==> src/sv/ftd_pkg.sv <==
// Shared types and codes for the float stream tail deframer.
`timescale 1ns / 1ps
package ftd_pkg;

  localparam logic [1:0] KIND_DATA  = 2'd0;
  localparam logic [1:0] KIND_END   = 2'd1;
  localparam logic [1:0] KIND_PRINT = 2'd2;
  localparam logic [1:0] KIND_SYNC  = 2'd3;

  localparam logic [2:0] ST_OK       = 3'd0;
  localparam logic [2:0] ST_SUM_ERR  = 3'd1;
  localparam logic [2:0] ST_LEN_CHG  = 3'd2;
  localparam logic [2:0] ST_UNKNOWN  = 3'd3;
  localparam logic [2:0] ST_TOO_LONG = 3'd4;
  localparam logic [2:0] ST_MISALIGN = 3'd5;
  localparam logic [2:0] ST_LOCKED   = 3'd6;
  localparam logic [2:0] ST_TAIL     = 3'd7;

  localparam logic [1:0] FT_PLAIN = 2'd0;
  localparam logic [1:0] FT_ALL   = 2'd1;
  localparam logic [1:0] FT_DUMP  = 2'd2;

  localparam logic [1:0] DA_NEW      = 2'd0;
  localparam logic [1:0] DA_CONTINUE = 2'd1;
  localparam logic [1:0] DA_END_APP  = 2'd2;
  localparam logic [1:0] DA_END_SOLO = 2'd3;

  localparam logic [1:0] SYNC_SEARCH  = 2'd0;
  localparam logic [1:0] SYNC_CONFIRM = 2'd1;
  localparam logic [1:0] SYNC_LOCKED  = 2'd2;

  localparam logic [15:0] SLACK_RESET  = 16'd1100;
  localparam logic [23:0] WINDOW_RESET = 24'hAAAAAA;
  localparam logic [23:0] WINDOW_TAIL  = 24'h800000;
  localparam logic [7:0]  TAIL_TOP     = 8'h7F;
  localparam logic [15:0] HI_PLAIN     = 16'h7F80;
  localparam logic [15:0] HI_ALL       = 16'h7F81;
  localparam logic [15:0] HI_DUMP      = 16'h7F82;
  localparam logic [15:0] HI_PRINT     = 16'h7F83;
  localparam logic [31:0] EXP_MASK     = 32'h7F800000;
  localparam logic [31:0] HALF_BITS    = 32'h3F000000;
  localparam logic [31:0] ONE_HALF_BITS = 32'h3FC00000;

  typedef struct packed {
    logic [1:0]  kind;
    logic [31:0] data_word;
    logic [1:0]  frame_type;
    logic [2:0]  status;
    logic [15:0] word_count;
    logic [1:0]  dump_action;
    logic [7:0]  text_char;
    logic        last;
    logic        locked;
    logic [31:0] ok_frames;
    logic [31:0] err_frames;
  } result_t;

  // Classified byte handed from the front to the back.
  typedef struct packed {
    logic [1:0] nres;
    result_t    r0;
    result_t    r1;
  } job_t;

endpackage

==> src/sv/ftd_if.sv <==
// Valid/ready stream interfaces for the deframer channels.
`timescale 1ns / 1ps
interface ftd_in_if import ftd_pkg::*; (input logic clk);
  logic       valid;
  logic       ready;
  logic       link_open;
  logic [7:0] rx_byte;
  modport source(output valid, link_open, rx_byte, input ready);
  modport sink(input valid, link_open, rx_byte, output ready);
endinterface

interface ftd_out_if import ftd_pkg::*; (input logic clk);
  logic        valid;
  logic        ready;
  logic [1:0]  kind;
  logic [31:0] data_word;
  logic [1:0]  frame_type;
  logic [2:0]  status;
  logic [15:0] word_count;
  logic [1:0]  dump_action;
  logic [7:0]  text_char;
  logic        last;
  logic        locked;
  logic [31:0] ok_frames;
  logic [31:0] err_frames;
  modport source(output valid, kind, data_word, frame_type, status, word_count, dump_action,
                 text_char, last, locked, ok_frames, err_frames, input ready);
  modport sink(input valid, kind, data_word, frame_type, status, word_count, dump_action,
               text_char, last, locked, ok_frames, err_frames, output ready);
endinterface

interface ftd_cfg_if (input logic clk);
  logic        valid;
  logic        ready;
  logic [15:0] data;
  modport source(output valid, data, input ready);
  modport sink(input valid, data, output ready);
endinterface

==> src/sv/ftd_front.sv <==
// Front end: tracks sync and frame state per byte and classifies results.
`timescale 1ns / 1ps
module ftd_front import ftd_pkg::*; (
  input  logic        clk,
  input  logic        rst_n,
  input  logic        in_valid,
  output logic        in_ready,
  input  logic        in_link_open,
  input  logic [7:0]  in_rx_byte,
  input  logic [15:0] slack,
  output logic        job_valid,
  output job_t        job,
  input  logic        job_ready
);

  logic [1:0]  sync_r, sync_nxt;
  logic [23:0] win_r, win_nxt;
  logic [1:0]  conf_r, conf_nxt;
  logic [1:0]  phase_r, phase_nxt;
  logic [23:0] asm_r, asm_nxt;
  logic [15:0] fw_r, fw_nxt;
  logic [15:0] len_r, len_nxt;
  logic        known_r, known_nxt;
  logic [15:0] sum_r, sum_nxt;
  logic [15:0] sbl_r, sbl_nxt;
  logic [31:0] ldw_r, ldw_nxt;
  logic [1:0]  pdk_r, pdk_nxt;
  logic [31:0] okc_r, okc_nxt;
  logic [31:0] erc_r, erc_nxt;

  logic        fire, match;
  logic [31:0] w;
  logic [15:0] hi, lo, sum_a, dsum;
  logic [16:0] limit, fw_test;
  logic [31:0] lv;
  logic        st_bit;
  result_t     blank, r0, r1;
  logic [1:0]  n;

  assign in_ready = job_ready;
  assign fire = in_valid && in_ready;
  assign match = (win_r == WINDOW_TAIL) && (in_rx_byte == TAIL_TOP);
  assign w = {in_rx_byte, asm_r};
  assign hi = w[31:16];
  assign lo = w[15:0];

  always_comb begin
    sync_nxt = sync_r; win_nxt = win_r; conf_nxt = conf_r; phase_nxt = phase_r;
    asm_nxt = asm_r; fw_nxt = fw_r; len_nxt = len_r; known_nxt = known_r;
    sum_nxt = sum_r; sbl_nxt = sbl_r; ldw_nxt = ldw_r; pdk_nxt = pdk_r;
    okc_nxt = okc_r; erc_nxt = erc_r;
    blank = '0;
    r0 = '0; r1 = '0; n = 2'd0;
    limit = {1'b0, len_r} + {1'b0, slack};
    fw_test = '0; sum_a = '0; dsum = '0; lv = '0; st_bit = 1'b0;
    if (!in_link_open) begin
      sync_nxt = SYNC_SEARCH; conf_nxt = '0; phase_nxt = '0;
    end else if (sync_r == SYNC_LOCKED) begin
      if (phase_r != 2'd3) begin
        unique case (phase_r)
          2'd0: asm_nxt = {16'd0, in_rx_byte};
          2'd1: asm_nxt = {asm_r[23:16], in_rx_byte, asm_r[7:0]};
          default: asm_nxt = {in_rx_byte, asm_r[15:0]};
        endcase
        phase_nxt = phase_r + 2'd1;
      end else begin
        win_nxt = asm_r;
        phase_nxt = '0;
        n = 2'd1;
        if ((w & EXP_MASK) != EXP_MASK) begin
          sum_a = sum_r + lo;
          sbl_nxt = sum_r;
          sum_nxt = sum_a + hi;
          ldw_nxt = w;
          if (fw_r != 16'hFFFF) fw_nxt = fw_r + 16'd1;
          fw_test = {1'b0, fw_nxt} + {16'd0, ~known_r};
          if (fw_test > limit) begin
            erc_nxt = erc_r + 32'd1;
            sync_nxt = SYNC_SEARCH; conf_nxt = '0;
            fw_nxt = '0; sum_nxt = '0; sbl_nxt = '0; ldw_nxt = '0;
            r0.kind = KIND_SYNC; r0.data_word = w; r0.status = ST_TOO_LONG;
          end else begin
            r0.kind = KIND_DATA; r0.data_word = w;
          end
        end else begin
          fw_nxt = '0; sum_nxt = '0; sbl_nxt = '0; ldw_nxt = '0;
          priority if (w == {HI_PLAIN, 16'd0}) begin
            okc_nxt = okc_r + 32'd1;
            r0.kind = KIND_END; r0.frame_type = FT_PLAIN; r0.word_count = fw_r;
            if (!known_r || fw_r != len_r) begin
              erc_nxt = erc_r + 32'd1;
              len_nxt = fw_r; known_nxt = 1'b1;
              sync_nxt = SYNC_SEARCH; conf_nxt = '0;
              r0.status = ST_LEN_CHG;
            end
          end else if (hi == HI_ALL) begin
            okc_nxt = okc_r + 32'd1;
            st_bit = lo != sum_r;
            if (st_bit) erc_nxt = erc_r + 32'd1;
            r0.kind = KIND_END; r0.frame_type = FT_ALL; r0.word_count = fw_r;
            r0.status = st_bit ? ST_SUM_ERR : ST_OK;
          end else if (hi == HI_DUMP) begin
            okc_nxt = okc_r + 32'd1;
            dsum = (fw_r != 16'd0) ? sbl_r : 16'd0;
            lv = (fw_r != 16'd0) ? ldw_r : 32'd0;
            st_bit = lo != dsum;
            if (st_bit) erc_nxt = erc_r + 32'd1;
            r0.kind = KIND_END; r0.frame_type = FT_DUMP;
            r0.word_count = (fw_r != 16'd0) ? fw_r - 16'd1 : 16'd0;
            r0.status = st_bit ? ST_SUM_ERR : ST_OK;
            priority if (lv[31] || lv < HALF_BITS) begin
              r0.dump_action = DA_NEW; pdk_nxt = 2'd0;
            end else if (lv > ONE_HALF_BITS) begin
              r0.dump_action = (pdk_r != 2'd2) ? DA_END_APP : DA_END_SOLO;
              pdk_nxt = 2'd2;
            end else begin
              r0.dump_action = DA_CONTINUE; pdk_nxt = 2'd1;
            end
          end else if (hi == HI_PRINT) begin
            okc_nxt = okc_r + 32'd1;
            r0.kind = KIND_PRINT; r1.kind = KIND_PRINT;
            priority if (w[7:0] != 8'd0 && w[15:8] != 8'd0) begin
              n = 2'd2; r0.text_char = w[7:0]; r1.text_char = w[15:8];
            end else if (w[7:0] != 8'd0) begin
              n = 2'd1; r0.text_char = w[7:0];
            end else if (w[15:8] != 8'd0) begin
              n = 2'd1; r0.text_char = w[15:8];
            end else begin
              n = 2'd0;
            end
          end else begin
            erc_nxt = erc_r + 32'd1;
            sync_nxt = SYNC_SEARCH; conf_nxt = '0;
            r0.kind = KIND_SYNC; r0.status = ST_UNKNOWN;
          end
        end
      end
    end else if (sync_r == SYNC_CONFIRM) begin
      conf_nxt = conf_r + 2'd1;
      if (match) begin
        n = 2'd1; r0.kind = KIND_SYNC;
        if (conf_nxt != 2'd0) begin
          conf_nxt = '0; erc_nxt = erc_r + 32'd1; r0.status = ST_MISALIGN;
        end else begin
          sync_nxt = SYNC_LOCKED; phase_nxt = '0; r0.status = ST_LOCKED;
        end
      end else begin
        win_nxt = {in_rx_byte, win_r[23:8]};
      end
    end else begin
      if (match) begin
        sync_nxt = SYNC_CONFIRM; conf_nxt = '0;
        n = 2'd1; r0.kind = KIND_SYNC; r0.status = ST_TAIL;
      end else begin
        win_nxt = {in_rx_byte, win_r[23:8]};
      end
    end
    r0.locked = sync_nxt == SYNC_LOCKED; r1.locked = r0.locked;
    r0.ok_frames = okc_nxt; r1.ok_frames = okc_nxt;
    r0.err_frames = erc_nxt; r1.err_frames = erc_nxt;
    r0.last = n == 2'd1; r1.last = 1'b1;
    job.nres = n; job.r0 = r0; job.r1 = (n == 2'd2) ? r1 : blank;
    job_valid = fire && n != 2'd0;
  end

  always_ff @(posedge clk) begin
    if (!rst_n) begin
      sync_r <= SYNC_SEARCH; win_r <= WINDOW_RESET; conf_r <= '0; phase_r <= '0;
      asm_r <= '0; fw_r <= '0; len_r <= '0; known_r <= 1'b0; sum_r <= '0;
      sbl_r <= '0; ldw_r <= '0; pdk_r <= 2'd2; okc_r <= '0; erc_r <= '0;
    end else if (fire) begin
      sync_r <= sync_nxt; win_r <= win_nxt; conf_r <= conf_nxt; phase_r <= phase_nxt;
      asm_r <= asm_nxt; fw_r <= fw_nxt; len_r <= len_nxt; known_r <= known_nxt;
      sum_r <= sum_nxt; sbl_r <= sbl_nxt; ldw_r <= ldw_nxt; pdk_r <= pdk_nxt;
      okc_r <= okc_nxt; erc_r <= erc_nxt;
    end
  end

endmodule

==> src/sv/ftd_queue.sv <==
// Two-entry queue of classified jobs between front and back.
`timescale 1ns / 1ps
module ftd_queue import ftd_pkg::*; (
  input  logic clk,
  input  logic rst_n,
  input  logic push_valid,
  output logic push_ready,
  input  job_t push_job,
  output logic pop_valid,
  input  logic pop_ready,
  output job_t pop_job
);

  job_t       mem_r [2];
  logic       wp_r, rp_r;
  logic [1:0] cnt_r;
  logic       push, pop;

  assign push_ready = cnt_r != 2'd2;
  assign pop_valid  = cnt_r != 2'd0;
  assign pop_job    = mem_r[rp_r];
  assign push = push_valid && push_ready;
  assign pop  = pop_valid && pop_ready;

  always_ff @(posedge clk) begin
    if (push) mem_r[wp_r] <= push_job;
    if (!rst_n) begin
      wp_r <= 1'b0; rp_r <= 1'b0; cnt_r <= '0;
    end else begin
      if (push) wp_r <= ~wp_r;
      if (pop) rp_r <= ~rp_r;
      cnt_r <= cnt_r + {1'b0, push} - {1'b0, pop};
    end
  end

endmodule

==> src/sv/ftd_back.sv <==
// Back end: issues one or two results per job through an output register.
`timescale 1ns / 1ps
module ftd_back import ftd_pkg::*; (
  input  logic  clk,
  input  logic  rst_n,
  input  logic  job_valid,
  output logic  job_ready,
  input  job_t  job,
  ftd_out_if.source out
);

  result_t res_r;
  logic    val_r;
  logic    second_r;
  logic    load;
  result_t pick;

  // Load a result when the register is empty or being drained.
  assign load = job_valid && (!val_r || out.ready);
  assign job_ready = load && (job.nres != 2'd2 || second_r);
  assign pick = second_r ? job.r1 : job.r0;

  always_ff @(posedge clk) begin
    if (load) res_r <= pick;
    if (!rst_n) begin
      val_r <= 1'b0; second_r <= 1'b0;
    end else begin
      if (load) val_r <= 1'b1;
      else if (out.ready) val_r <= 1'b0;
      if (load) second_r <= (job.nres == 2'd2) && !second_r;
    end
  end

  assign out.valid       = val_r;
  assign out.kind        = res_r.kind;
  assign out.data_word   = res_r.data_word;
  assign out.frame_type  = res_r.frame_type;
  assign out.status      = res_r.status;
  assign out.word_count  = res_r.word_count;
  assign out.dump_action = res_r.dump_action;
  assign out.text_char   = res_r.text_char;
  assign out.last        = res_r.last;
  assign out.locked      = res_r.locked;
  assign out.ok_frames   = res_r.ok_frames;
  assign out.err_frames  = res_r.err_frames;

endmodule

==> src/sv/float_stream_tail_deframer_unit.sv <==
// Top level of the float stream tail deframer.
//  channel | dir | transaction
//  in_     | in  | one received byte with link state
//  out_    | out | one result (data, frame end, print char, sync event)
//  cfg_    | in  | frame length slack write
// One byte per cycle while the job queue is not full; a print tail with two characters
// makes the back end issue both, one after the other, through the single output register.
// Reset is synchronous on rst_n; slack returns to 1100.
// Output stalls fill the two-entry job queue and then drop in_ready.
`timescale 1ns / 1ps
module float_stream_tail_deframer_unit import ftd_pkg::*; (
  input logic clk,
  input logic rst_n,
  ftd_in_if.sink   in_ch,
  ftd_out_if.source out_ch,
  ftd_cfg_if.sink  cfg_ch
);

  logic [15:0] slack_r;
  logic        fj_valid, fj_ready, bj_valid, bj_ready;
  job_t        fj, bj;

  assign cfg_ch.ready = 1'b1;
  always_ff @(posedge clk) begin
    if (!rst_n) slack_r <= SLACK_RESET;
    else if (cfg_ch.valid) slack_r <= cfg_ch.data;
  end

  ftd_front u_front (
    .clk, .rst_n,
    .in_valid(in_ch.valid), .in_ready(in_ch.ready),
    .in_link_open(in_ch.link_open), .in_rx_byte(in_ch.rx_byte),
    .slack(slack_r),
    .job_valid(fj_valid), .job(fj), .job_ready(fj_ready)
  );

  ftd_queue u_queue (
    .clk, .rst_n,
    .push_valid(fj_valid), .push_ready(fj_ready), .push_job(fj),
    .pop_valid(bj_valid), .pop_ready(bj_ready), .pop_job(bj)
  );

  ftd_back u_back (
    .clk, .rst_n,
    .job_valid(bj_valid), .job_ready(bj_ready), .job(bj),
    .out(out_ch)
  );

endmodule
==> src/flat_wrapper.sv <==
// flat-port wrapper written by rule: the top's interface ports become plain ports
module float_stream_tail_deframer_unit_flat import ftd_pkg::*;
  (clk, rst_n, in_ch_valid, in_ch_link_open, in_ch_rx_byte, in_ch_ready, out_ch_valid, out_ch_kind, out_ch_data_word, out_ch_frame_type, out_ch_status, out_ch_word_count, out_ch_dump_action, out_ch_text_char, out_ch_last, out_ch_locked, out_ch_ok_frames, out_ch_err_frames, out_ch_ready, cfg_ch_valid, cfg_ch_data, cfg_ch_ready);
  ftd_in_if in_ch_i (.clk(clk));
  ftd_out_if out_ch_i (.clk(clk));
  ftd_cfg_if cfg_ch_i (.clk(clk));
  input logic clk;
  input logic rst_n;
  input wire logic [$bits(in_ch_i.valid)-1:0] in_ch_valid;
  input wire logic [$bits(in_ch_i.link_open)-1:0] in_ch_link_open;
  input wire logic [$bits(in_ch_i.rx_byte)-1:0] in_ch_rx_byte;
  output wire logic [$bits(in_ch_i.ready)-1:0] in_ch_ready;
  output wire logic [$bits(out_ch_i.valid)-1:0] out_ch_valid;
  output wire logic [$bits(out_ch_i.kind)-1:0] out_ch_kind;
  output wire logic [$bits(out_ch_i.data_word)-1:0] out_ch_data_word;
  output wire logic [$bits(out_ch_i.frame_type)-1:0] out_ch_frame_type;
  output wire logic [$bits(out_ch_i.status)-1:0] out_ch_status;
  output wire logic [$bits(out_ch_i.word_count)-1:0] out_ch_word_count;
  output wire logic [$bits(out_ch_i.dump_action)-1:0] out_ch_dump_action;
  output wire logic [$bits(out_ch_i.text_char)-1:0] out_ch_text_char;
  output wire logic [$bits(out_ch_i.last)-1:0] out_ch_last;
  output wire logic [$bits(out_ch_i.locked)-1:0] out_ch_locked;
  output wire logic [$bits(out_ch_i.ok_frames)-1:0] out_ch_ok_frames;
  output wire logic [$bits(out_ch_i.err_frames)-1:0] out_ch_err_frames;
  input wire logic [$bits(out_ch_i.ready)-1:0] out_ch_ready;
  input wire logic [$bits(cfg_ch_i.valid)-1:0] cfg_ch_valid;
  input wire logic [$bits(cfg_ch_i.data)-1:0] cfg_ch_data;
  output wire logic [$bits(cfg_ch_i.ready)-1:0] cfg_ch_ready;
  assign in_ch_i.valid = in_ch_valid;
  assign in_ch_i.link_open = in_ch_link_open;
  assign in_ch_i.rx_byte = in_ch_rx_byte;
  assign in_ch_ready = in_ch_i.ready;
  assign out_ch_valid = out_ch_i.valid;
  assign out_ch_kind = out_ch_i.kind;
  assign out_ch_data_word = out_ch_i.data_word;
  assign out_ch_frame_type = out_ch_i.frame_type;
  assign out_ch_status = out_ch_i.status;
  assign out_ch_word_count = out_ch_i.word_count;
  assign out_ch_dump_action = out_ch_i.dump_action;
  assign out_ch_text_char = out_ch_i.text_char;
  assign out_ch_last = out_ch_i.last;
  assign out_ch_locked = out_ch_i.locked;
  assign out_ch_ok_frames = out_ch_i.ok_frames;
  assign out_ch_err_frames = out_ch_i.err_frames;
  assign out_ch_i.ready = out_ch_ready;
  assign cfg_ch_i.valid = cfg_ch_valid;
  assign cfg_ch_i.data = cfg_ch_data;
  assign cfg_ch_ready = cfg_ch_i.ready;
  float_stream_tail_deframer_unit u_core (.clk(clk), .rst_n(rst_n), .in_ch(in_ch_i), .out_ch(out_ch_i), .cfg_ch(cfg_ch_i));
endmodule
==> config.mk <==
export PLATFORM = sky130hd
export DESIGN_NAME = float_stream_tail_deframer_unit_flat
export DESIGN_NICKNAME = d
export VERILOG_FILES = /design/src/sv/ftd_pkg.sv /design/src/sv/ftd_if.sv /design/src/sv/ftd_front.sv /design/src/sv/ftd_queue.sv /design/src/sv/ftd_back.sv /design/src/sv/float_stream_tail_deframer_unit.sv /design/src/flat_wrapper.sv
export SDC_FILE = /design/constraint.sdc
export NUM_CORES = 2
export LEC_CHECK = 0
export ABC_CLOCK_PERIOD_IN_PS = 31300
export BUFFER_PORTS_ARGS = -buffer_cell sky130_fd_sc_hd__buf_4
export CAP_MARGIN = 20
export CORE_AREA = 3 3 269 271
export DETAILED_ROUTE_END_ITERATION = 16
export DIE_AREA = 0 0 272 274
export PLACE_DENSITY = 0.77
export SLEW_MARGIN = 20
export SYNTH_ARGS = -nofsm -noshare
export SYNTH_HDL_FRONTEND = slang
export SYNTH_HIERARCHICAL = 1
export SYNTH_SLANG_ARGS = --single-unit
export TNS_END_PERCENT = 50
==> constraint.sdc <==
create_clock -name clk -period 31.3 [get_ports clk]
set_clock_uncertainty 0.2 [all_clocks]
set_input_delay 1.565 -clock clk [delete_from_list [all_inputs] [get_ports clk]]
set_output_delay 1.565 -clock clk [all_outputs]
set_load 0.02 [all_outputs]
==> flow_summary.toml <==
[outcome]
status = "completed"

[synth]
yosys_warnings = 6
ys_seq_elements = 899
async_reset_ff_share_pct = 0
synth_most_common_cell = "edfxtp_1"
synth.avg_cell_area_um2 = 12.5
netlist_top_cells_count = "edfxtp_1, mux2_2, nand2_1"
synth_edf_count = 659
synthCells = 3363
synthFlopType = "edfxtp_1"
yosys.area.top_type = "edfxtp_1"
yosysTopAreaCellShare_pct = 47.1
synth.distinct_cells = 91
synthesis.area_um2 = 42000
ys_seq_area_share_pct = 58.6
synth_area_leaders = "edfxtp_1, dfxtp_1, mux2_2"

[sta]
hold_violations = 0
setup_viol_count_final = 0
tns_ps = 0
min_period_ps = 7710
clock.fmax_ghz = 0.130
final.period_utilization_pct = 24.6
slew_headroom_pct = 25.8
drv_slew = 0
rsz0062_at_grt = "false"
worstMarginPinSlew_ps = 1110

[clock_network]
cts-root-buf = "clkbuf_16"
cts_tree = "done"
cts_inserted_buffers = 90
clk_latency_ps = 640
ctsResizeCount = 0
cts_setup_buffers = 0
cts_hold_buf = 0
clock_path_buffers = 3
cts_num_sinks = 899
cts.clk_slew.worst_paths_ps = 60
htree_levels = 3

[detailed_routing]
first_pass_iters = 10
drt-total-wl_um = 97300
post_drt_via_cell_ratio = 6.02
vias = 26900
drtIter0Drc = 2669
route.detailed.drc = 0
drtAntennaViolNets = 0
wl_per_cell_um = 21.7

[cells_and_area]
final_nets = 3563
stdcell_count = 4473
multi_input_area_um2 = 15900
drive_gt1_share_pct = 22.1
fillers = 4978
seq_area_um2 = 24600
area_delta_synth_final_pct = 10.9
fin_area_um2 = 46600
fin_util_pct = 66.5

[placement]
placed_cell_area_um2 = 43400
placedCellCount = 4300
hpwl_um = 63000
place_congestion = 0.957
port_buffers = 162

[job]
cap_violations = 0

[setup_path]
critPathArrivalTime_ps = 8060
worst-path-max-fanout = 13
rrSetupSlack_ps = 23590
end_kind = "register"
cp.required_ps = 31650
critPathLaunch = "u_core/u_front/fw_r[0]$_SDFFE_PN0P_"
ff2ff_path_depth = 22
cp-start-kind = "register"
crit_path_end = "u_core/u_front/fw_r[7]$_SDFFE_PN0P_"
critPathKind = "register to register"
r2r_end = "u_core/u_front/fw_r[7]$_SDFFE_PN0P_"
rr_startpoint = "u_core/u_front/fw_r[0]$_SDFFE_PN0P_"

[floorplan]
rows = 97
ios = 164
die_x_um = 272
dieArea_um2 = 74500
start_util_pct = 59.9
die-height_um = 274
core-area_um2 = 70000

[grt]
grt_pass1_wl_um = 151000
grt_pass1_vias = 26900
grt_start_max_net_pins = 104
gr-usage-all-layers_pct = 25.8
antenna_found_initial = 0
grt_overflow = 0

[power]
p_leak_nw = 14.6
powerDensity_nw_per_um2 = 52.5
power_w = 0.00245
max-vdd-ir-drop_mv = 0.0374

[worst_hold_path]
min_path_type = "register to register"
==> layer usage <==
layer | up-vias | track usage (%) | wire length (um)
li1 | 12400 | - | -
met5 | - | 0 | 0
met4 | 0 | 9.73 | 3320
met3 | 216 | 3.36 | 5910
met2 | 960 | 43.9 | 47400
met1 | 13400 | 34.1 | 40600
==> how the worst min path moves through the flow <==
stage,startpoint,endpoint,slack (ps),cells past startpoint
global route,u_core/u_front/ldw_r[9]$_SDFFE_PN0P_,u_core/u_front/ldw_r[9]$_SDFFE_PN0P_,280,2
CTS,u_core/u_front/ldw_r[15]$_SDFFE_PN0P_,u_core/u_front/ldw_r[15]$_SDFFE_PN0P_,250,2
floorplan,u_core/u_front/ldw_r[8]$_SDFFE_PN0P_,u_core/u_front/ldw_r[8]$_SDFFE_PN0P_,230,2
finish,u_core/u_front/ldw_r[10]$_SDFFE_PN0P_,u_core/u_front/ldw_r[10]$_SDFFE_PN0P_,250,2
global placement,u_core/u_front/ldw_r[8]$_SDFFE_PN0P_,u_core/u_front/ldw_r[8]$_SDFFE_PN0P_,230,2
detailed placement,u_core/u_front/ldw_r[16]$_SDFFE_PN0P_,u_core/u_front/ldw_r[16]$_SDFFE_PN0P_,240,2
==> final cells by class <==
type                       count  area share [%]
antenna                        2          0.0107
clock buffer                 123            5.48
clock inverter                47            1.32
inverter                      58           0.478
multi-input combinational   2203            34.1
sequential                   899            52.8
tap                          940            2.53
timing repair buffer         201            3.28
==> registers in the layout, indices dropped and copies added, names as in the netlist, 24 cells and up, named ones only <==
| signal | cells |
|---|---|
| u_core/u_queue/mem_r | 528 |
| u_core/u_back/out.data_word | 32 |
| u_core/u_back/out.err_frames | 32 |
| u_core/u_back/out.ok_frames | 32 |
| u_core/u_front/erc_r | 32 |
| u_core/u_front/ldw_r | 32 |
| u_core/u_front/okc_r | 32 |
| u_core/u_front/asm_r | 24 |
| u_core/u_front/win_r | 24 |
==> worst max-delay path, cell delays in order (launching register included) <==
cell       delay, ps
dfxtp_1          620
ha_1             410
nand2_1          280
nor4_2           560
and2_1           440
xnor2_1          170
ha_1             200
ha_1             190
o21a_1           200
nand4b_1         170
or3_1            460
nor2_1           160
xnor2_1           80
ha_1             330
nand4_1          120
nor4_1           290
nand4_1          190
o2111ai_1        150
nor2b_1          730
nand2_1          620
nor2_1           750
a22oi_1          200
nor2_1           110
==> layout by cell type, fill, tap and decap left out, types with 93 or more instances in the layout <==
cell type / netlist / routed
a21oi_1: 190 / 190
buf_4: 63 / 200
clkbuf_16: 0 / 93
dfxtp_1: 240 / 238
edfxtp_1: 659 / 659
mux2_2: 327 / 327
nand2_1: 266 / 265
nand3_1: 137 / 137
nor2_1: 214 / 209
xnor2_1: 118 / 118
==> power breakdown <==
group | internal [W] | total (W) | switching (W)
clock | 0.000689 | 0.00114 | 0.000448
sequential | 0.00127 | 0.00127 | 0.00000371
combinational | 0.0000122 | 0.0000372 | 0.0000249
total | 0.00197 | 0.00245 | 0.000477
==> through the flow <==
step           setup WS (ps)  hold slack (ps)
5_1_grt                23110              275
2_1_floorplan          15510              226
4_1_cts                23800              253
3_3_place_gp           24040              232
6_report               23590              250
3_5_place_dp           23820              244
==> logic make-up after synthesis <==
| logic type | after synthesis | share of synthesized area, % |
|---|---|---|
| fa+ha+maj | 80 | 2.69 |
| mux | 444 | 12.4 |
| other cells | 2 | 0.0179 |
| buf+inv | 316 | 4.20 |
| compound gates | 437 | 6.36 |
| simple gates | 1000 | 11.9 |
| xor+xnor | 185 | 3.86 |
| flops | 899 | 58.6 |
(Power assumes the default switching activity.)
